**src/rtl/bcdsw_pkg.sv**
```systemverilog
package bcdsw_pkg;

    localparam logic [2:0] OP_TICK   = 3'd0;
    localparam logic [2:0] OP_CLEAR  = 3'd1;
    localparam logic [2:0] OP_PAUSE  = 3'd2;
    localparam logic [2:0] OP_RESUME = 3'd3;
    localparam logic [2:0] OP_TOGGLE = 3'd4;
    localparam logic [2:0] OP_ADJUST = 3'd5;

    localparam logic [1:0] FIELD_HOURS   = 2'd0;
    localparam logic [1:0] FIELD_MINUTES = 2'd1;
    localparam logic [1:0] FIELD_SECONDS = 2'd2;

    // Two-digit BCD values, tens digit in the upper nibble.
    localparam logic [7:0] BCD_ZERO     = 8'h00;
    localparam logic [7:0] BCD_MAX_MS   = 8'h59;
    localparam logic [7:0] BCD_MAX_HADJ = 8'h23;

    localparam int IN_DATA_W  = 8;
    localparam int IN_USER_W  = 3;
    localparam int OUT_DATA_W = 32;

    typedef struct packed {
        logic [3:0] hours_tens;
        logic [3:0] hours_ones;
        logic [2:0] minutes_tens;
        logic [3:0] minutes_ones;
        logic [2:0] seconds_tens;
        logic [3:0] seconds_ones;
        logic       down_mode;
        logic       is_paused;
        logic       buzzer_on;
    } t_state;

    typedef struct packed {
        logic [2:0] opcode;
        logic [1:0] adjust_field;
        logic       adjust_up;
    } t_event;

    // Increment of a valid BCD pair; 99 rolls over to 00.
    function automatic logic [7:0] bcd_inc(input logic [7:0] v);
        logic [7:0] r;
        if (v[3:0] == 4'd9) begin
            r = (v[7:4] == 4'd9) ? BCD_ZERO : {v[7:4] + 4'd1, 4'd0};
        end else begin
            r = {v[7:4], v[3:0] + 4'd1};
        end
        return r;
    endfunction

    // Decrement of a valid, non-zero BCD pair.
    function automatic logic [7:0] bcd_dec(input logic [7:0] v);
        logic [7:0] r;
        if (v[3:0] == 4'd0) begin
            r = {v[7:4] - 4'd1, 4'd9};
        end else begin
            r = {v[7:4], v[3:0] - 4'd1};
        end
        return r;
    endfunction

endpackage

```
**src/rtl/bcd_up_down_stopwatch_top.sv**
```systemverilog
// HH:MM:SS up/down timer with six BCD digits, a mode bit, a pause bit and a buzzer.
// Each request on the slave stream is one event: tuser carries the opcode (tick,
// clear digits, pause, resume, toggle mode, adjust) and tdata the adjust field
// select and direction. Each event gives exactly one result on the master stream
// holding all digits and the three status bits.
// The update is combinational: an accepted event is written into the state
// register at that clock edge and the result is offered on the next cycle, and
// one event can be taken every cycle while the receiver does not stall.
// The state register doubles as the result register; its valid flag is the only
// buffering, and a new event is taken in the same cycle as the pending result is
// drained. If the receiver stalls, s_axis_tready falls and the result holds.
// Synchronous reset clears the digits to 00:00:00, selects count-up, clears the
// pause and buzzer bits and empties the result register.
module bcd_up_down_stopwatch_top (
    input  logic                                 i_clk,
    input  logic                                 i_rst_n,
    input  logic                                 s_axis_tvalid,
    output logic                                 s_axis_tready,
    // [1:0] adjust_field, [2] adjust_up, rest zero
    input  logic [bcdsw_pkg::IN_DATA_W-1:0]      s_axis_tdata,
    // [2:0] opcode
    input  logic [bcdsw_pkg::IN_USER_W-1:0]      s_axis_tuser,
    output logic                                 m_axis_tvalid,
    input  logic                                 m_axis_tready,
    // [3:0] hours_tens, [7:4] hours_ones, [10:8] minutes_tens, [14:11] minutes_ones,
    // [17:15] seconds_tens, [21:18] seconds_ones, [22] down_mode, [23] is_paused,
    // [24] buzzer_on, rest zero
    output logic [bcdsw_pkg::OUT_DATA_W-1:0]     m_axis_tdata
);
    import bcdsw_pkg::*;

    t_state r_state;
    t_state n_state;
    t_event in_event;
    logic   r_out_valid;
    logic   accept;

    assign in_event.opcode       = s_axis_tuser;
    assign in_event.adjust_field = s_axis_tdata[1:0];
    assign in_event.adjust_up    = s_axis_tdata[2];

    assign s_axis_tready = !r_out_valid || m_axis_tready;
    assign accept        = s_axis_tvalid && s_axis_tready;

    bcdsw_next u_next (
        .i_state (r_state),
        .i_event (in_event),
        .o_state (n_state)
    );

    always_ff @(posedge i_clk) begin
        if (!i_rst_n) begin
            r_state     <= '0;
            r_out_valid <= 1'b0;
        end else begin
            if (accept) begin
                r_state     <= n_state;
                r_out_valid <= 1'b1;
            end else if (m_axis_tready) begin
                r_out_valid <= 1'b0;
            end
        end
    end

    assign m_axis_tvalid = r_out_valid;
    assign m_axis_tdata  = {7'd0,
                            r_state.buzzer_on,
                            r_state.is_paused,
                            r_state.down_mode,
                            r_state.seconds_ones,
                            r_state.seconds_tens,
                            r_state.minutes_ones,
                            r_state.minutes_tens,
                            r_state.hours_ones,
                            r_state.hours_tens};

`ifndef NO_ASSERTIONS
    a_accept_gives_result: assert property (@(posedge i_clk) disable iff (!i_rst_n)
        accept |=> m_axis_tvalid)
        else $error("accepted event produced no result");

    a_stall_blocks_input: assert property (@(posedge i_clk) disable iff (!i_rst_n)
        (m_axis_tvalid && !m_axis_tready) |-> !s_axis_tready)
        else $error("event taken while result stalled");

    a_state_only_on_accept: assert property (@(posedge i_clk) disable iff (!i_rst_n)
        !accept |=> $stable(r_state))
        else $error("state changed without an event");

    a_paused_down_silent: assert property (@(posedge i_clk) disable iff (!i_rst_n)
        (r_state.down_mode && r_state.is_paused) |-> !r_state.buzzer_on)
        else $error("buzzer on while count-down is paused");

    a_digits_bcd: assert property (@(posedge i_clk) disable iff (!i_rst_n)
        (r_state.hours_tens <= 4'd9) && (r_state.hours_ones <= 4'd9) &&
        (r_state.minutes_tens <= 3'd5) && (r_state.minutes_ones <= 4'd9) &&
        (r_state.seconds_tens <= 3'd5) && (r_state.seconds_ones <= 4'd9))
        else $error("time digits out of range");
`endif

endmodule

```
**src/rtl/bcdsw_next.sv**
```systemverilog
module bcdsw_next (
    input  bcdsw_pkg::t_state i_state,
    input  bcdsw_pkg::t_event i_event,
    output bcdsw_pkg::t_state o_state
);
    import bcdsw_pkg::*;

    logic [7:0] hh;
    logic [7:0] mm;
    logic [7:0] ss;
    logic [7:0] n_hh;
    logic [7:0] n_mm;
    logic [7:0] n_ss;
    logic       n_mode;
    logic       n_paused;
    logic       n_alarm;
    logic       allow_adj;

    assign hh = {i_state.hours_tens, i_state.hours_ones};
    assign mm = {1'b0, i_state.minutes_tens, i_state.minutes_ones};
    assign ss = {1'b0, i_state.seconds_tens, i_state.seconds_ones};
    assign allow_adj = i_state.down_mode && i_state.is_paused;

    always_comb begin
        n_hh     = hh;
        n_mm     = mm;
        n_ss     = ss;
        n_mode   = i_state.down_mode;
        n_paused = i_state.is_paused;
        n_alarm  = i_state.buzzer_on;

        unique case (i_event.opcode)
            OP_TICK: begin
                if (!i_state.down_mode) begin
                    n_alarm = 1'b0;
                    if (!i_state.is_paused) begin
                        if (ss == BCD_MAX_MS) begin
                            n_ss = BCD_ZERO;
                            if (mm == BCD_MAX_MS) begin
                                n_mm = BCD_ZERO;
                                n_hh = bcd_inc(hh);
                            end else begin
                                n_mm = bcd_inc(mm);
                            end
                        end else begin
                            n_ss = bcd_inc(ss);
                        end
                    end
                end else if (!i_state.is_paused) begin
                    // At zero the count holds and the buzzer goes on.
                    if (hh == BCD_ZERO && mm == BCD_ZERO && ss == BCD_ZERO) begin
                        n_alarm = 1'b1;
                    end else if (ss != BCD_ZERO) begin
                        n_ss = bcd_dec(ss);
                    end else begin
                        n_ss = BCD_MAX_MS;
                        if (mm != BCD_ZERO) begin
                            n_mm = bcd_dec(mm);
                        end else begin
                            n_mm = BCD_MAX_MS;
                            n_hh = bcd_dec(hh);
                        end
                    end
                end
            end
            OP_CLEAR: begin
                n_hh = BCD_ZERO;
                n_mm = BCD_ZERO;
                n_ss = BCD_ZERO;
            end
            OP_PAUSE:  n_paused = 1'b1;
            OP_RESUME: n_paused = 1'b0;
            OP_TOGGLE: n_mode = !i_state.down_mode;
            OP_ADJUST: begin
                if (allow_adj) begin
                    unique case (i_event.adjust_field)
                        FIELD_HOURS: begin
                            if (i_event.adjust_up) begin
                                if (hh < BCD_MAX_HADJ) n_hh = bcd_inc(hh);
                            end else if (hh != BCD_ZERO) begin
                                n_hh = bcd_dec(hh);
                            end
                        end
                        FIELD_MINUTES: begin
                            if (i_event.adjust_up) begin
                                if (mm < BCD_MAX_MS) n_mm = bcd_inc(mm);
                            end else if (mm != BCD_ZERO) begin
                                n_mm = bcd_dec(mm);
                            end
                        end
                        FIELD_SECONDS: begin
                            if (i_event.adjust_up) begin
                                if (ss < BCD_MAX_MS) n_ss = bcd_inc(ss);
                            end else if (ss != BCD_ZERO) begin
                                n_ss = bcd_dec(ss);
                            end
                        end
                        default: ;
                    endcase
                end
            end
            default: ;
        endcase

        // The buzzer is always silenced while count-down mode is paused.
        if (n_mode && n_paused) n_alarm = 1'b0;

        o_state.hours_tens   = n_hh[7:4];
        o_state.hours_ones   = n_hh[3:0];
        o_state.minutes_tens = n_mm[6:4];
        o_state.minutes_ones = n_mm[3:0];
        o_state.seconds_tens = n_ss[6:4];
        o_state.seconds_ones = n_ss[3:0];
        o_state.down_mode    = n_mode;
        o_state.is_paused    = n_paused;
        o_state.buzzer_on    = n_alarm;
    end

endmodule
```
**config.mk**
```make
export PLATFORM = sky130hd
export DESIGN_NAME = bcd_up_down_stopwatch_top
export DESIGN_NICKNAME = d
export VERILOG_FILES = /design/src/rtl/bcdsw_pkg.sv /design/src/rtl/bcd_up_down_stopwatch_top.sv /design/src/rtl/bcdsw_next.sv
export SDC_FILE = /design/constraint.sdc
export NUM_CORES = 1
export LEC_CHECK = 0
export ABC_AREA = 1
export BUFFER_PORTS_ARGS = -buffer_cell sky130_fd_sc_hd__buf_4
export CAP_MARGIN = 15
export CORE_ASPECT_RATIO = 2
export CORE_MARGIN = 2
export CORE_UTILIZATION = 52
export DETAILED_ROUTE_END_ITERATION = 10
export PLACE_DENSITY = 0.85
export SLEW_MARGIN = 20
export SYNTH_ARGS = -nofsm -noshare
export SYNTH_HDL_FRONTEND = slang
export SYNTH_SLANG_ARGS = --single-unit
```
**constraint.sdc**
```tcl
create_clock -name i_clk -period 1.62 [get_ports i_clk]
set_clock_uncertainty 0.05 [all_clocks]
set_input_delay 0.081 -clock i_clk [delete_from_list [all_inputs] [get_ports i_clk]]
set_output_delay 0.081 -clock i_clk [all_outputs]
set_load 0.005 [all_outputs]
```
==> flow_summary.json <==
{
  "io_buffers": 36,
  "clk_pin_slew_worst_paths_ps": 110,
  "io_pins": 49,
  "overflow": 0,
  "hold_depth": 3,
  "grt_antenna_before_repair": 0,
  "final_max_slew_viol_count": 0,
  "pre_cts_slack_ps": -131.5,
  "core_sq_mm": 0.005139,
  "min-delay-start": "i_rst_n",
  "viasPerCell": 5.844,
  "die_area_sq_mm": 0.005919,
  "timing.rr.end": "m_axis_tdata[18]",
  "ant_nets": 0,
  "p_leak_uw": 0.002094,
  "rsz0062_at_grt": "true",
  "final_common_cell": "nand2_1",
  "final_util_pct": 77.57,
  "cts-root-buf": "clkbuf_8",
  "syn_inst": 467,
  "cp_data_arrival_time_ps": 1940,
  "seq_area_frac_synth_pct": 18.93,
  "cp-start-kind": "flop",
  "avgSynthCellArea_sq_um": 5.886,
  "grt_pass1_vias": 3770,
  "globalplace.congestion": 0.9348,
  "min_to": "m_axis_tdata[4]",
  "final_cell_mix": "nand2_1 (117), buf_4 (110), nor2_1 (68)",
  "use_met2_pct": 61.22,
  "grt_use_total_pct": 33.18,
  "ys.flop_type": "dfxtp_1",
  "max_freq_mhz": 560.9,
  "drt-initial-drc-count": 311,
  "crit_type": "reg2reg",
  "worstPathMaxFanout": 6,
  "die_h_um": 106.8,
  "numClockSinks": 26,
  "cts_tree": "done",
  "fp-row-count": 37,
  "antenna_cells": 0,
  "start_util_pct": 53.49,
  "die_x_um": 55.41,
  "reg2regPathDepth": 11,
  "drive_gt1_share_pct": 38.58,
  "final_nets": 613,
  "endpoint_kind": "flop",
  "cts_buffers": 3,
  "violations": "setup timing",
  "whs_ps": 84.86,
  "finalWirelength_um": 10970,
  "ctsHoldBuffers": 0,
  "htreeDepth": 1,
  "grt.busiest_layer": "met2",
  "first_pass_iters": 5,
  "r2r_start": "m_axis_tdata[15]",
  "worstPathRequired_ps": 1780,
  "synth_edf_count": 0,
  "nFillCells": 341,
  "synth-async-reset-ratio_pct": 0,
  "dp_hpwl_um": 6685,
  "grt_pass1_wl_um": 15750,
  "vdd_ir_drop_max_uv": 829.6,
  "hold_class": "in2reg",
  "setup-tns-final_ps": -2694,
  "synth_cell_type_count": 33,
  "cap_violations": 0,
  "clk_latency_ps": 310,
  "vias": 3717,
  "ys_ff_latch": 26,
  "finalCritPeriodShare_pct": 110.1,
  "rrSetupSlack_ps": -160,
  "area_delta_synth_final_pct": 45.02,
  "grt_max_degree": 25,
  "worst_slack_ps": -162.9,
  "netlist_area_sq_mm": 0.002749,
  "grt_use_met3_pct": 5.428,
  "clk_path_buf_depth": 2,
  "setup_violations": 22,
  "hold_violations": 0,
  "power.density_mw_per_mm2": 653.4,
  "yosysWarnings": 0,
  "avgRoutedWirePerCell_um": 17.25,
  "remaining_drc_errors": 0,
  "layout_min_cycle_time_ps": 1783,
  "grt_util_met1_pct": 27.62,
  "status": "complete, but fails checks"
}
## logic make-up (layout without fill, tap and decap cells)
| logic type | Yosys count | after routing | share of synthesized area, % |
|---|---|---|---|
| compound gates | 46 | 46 | 9.513 |
| xor+xnor | 10 | 10 | 3.186 |
| fa+ha+maj | 19 | 19 | 8.648 |
| buf+inv | 74 | 178 | 12.24 |
| flops | 26 | 26 | 18.93 |
| other cells | 1 | 7 | 0.1364 |
| simple gates | 291 | 292 | 47.34 |
## sequential cells by signal, summed over array words and instances (netlist names)
name           count
m_axis_tdata      25
m_axis_tvalid      1
## synthesized netlist by cell type (5+ instances only)
master	number	share of area [%]
nand3_1	43	7.8
nand2_2	6	1.4
nor2_4	6	2.5
nor2_1	79	11
a21oi_1	8	1.5
o21ai_0	18	3.3
xor2_1	9	2.9
dfxtp_1	26	19
o21ai_1	8	1.5
buf_4	8	2.2
inv_2	6	0.82
nand2_1	135	18
nor2_2	8	1.8
o211ai_1	5	1.4
ha_1	19	8.6
inv_1	52	7.1
## metrics by stage
step / area, sq um / std cells / power (uW)
2_1_floorplan: 2824 / 473 / 1388
3_3_place_gp: 3602 / 622 / 1792
3_5_place_dp: 3602 / 622 / 1832
4_1_cts: 3792 / 631 / 2393
5_1_grt: 3986 / 636 / 2731
6_report: 3986 / 636 / 2605
## how the worst max path moves through the flow
| stage | startpoint | cells after the start | slack (ps) | end |
|---|---|---|---|---|
| finish | m_axis_tdata[15] | 11 | -160 | m_axis_tdata[18] |
| CTS | m_axis_tdata[4] | 12 | -100 | m_axis_tdata[19] |
| floorplan | m_axis_tdata[9] | 14 | -0.6 | m_axis_tdata[1] |
| global placement | m_axis_tdata[0] | 12 | -100 | m_axis_tdata[16] |
| global route | m_axis_tdata[16] | 12 | -230 | m_axis_tdata[1] |
| detailed placement | m_axis_tdata[9] | 14 | -130 | m_axis_tdata[5] |
## layout make-up
class                           count  area (sq um)  area share, %
Multi-Input combinational cell    374          2180          54.68
Tap cell                           58         72.57          1.820
Timing Repair Buffer              114         888.4          22.29
Inverter                           60         246.5          6.183
Clock buffer                        4         55.05          1.381
Sequential cell                    26         544.3          13.65
## critical path, stage by stage, from the launching register on
cell     delay (ps)
dfxtp_4         400
inv_4            40
ha_4            140
inv_2            60
nor2_4           40
nand3_4         120
nor2_1          100
nor2_2          220
nand3_4         170
buf_12          170
o21ai_1         120
nor2_1           60
## power breakdown
part           total [uW]  internal [uW]  switching [uW]
sequential            751            687            64.1
combinational        1360            588             776
clock                 490            220             270
total                2600           1490            1110
## routing by layer
layer  vias to the layer above  share of wire (%)
li1                       1668                  -
met1                      1672                 31
met3                       112                7.4
met5                         -                  0
met4                         0                9.8
met2                       265                 52
## what timing repair did
action                                  CTS  global route
gates resized for setup                  29            46
cloned                                    1             0
buffers inserted                          4             5
pin swaps                                16            19
endpoints found under the setup margin   22            23
No activity file was read; power rests on OpenSTA's default activity.
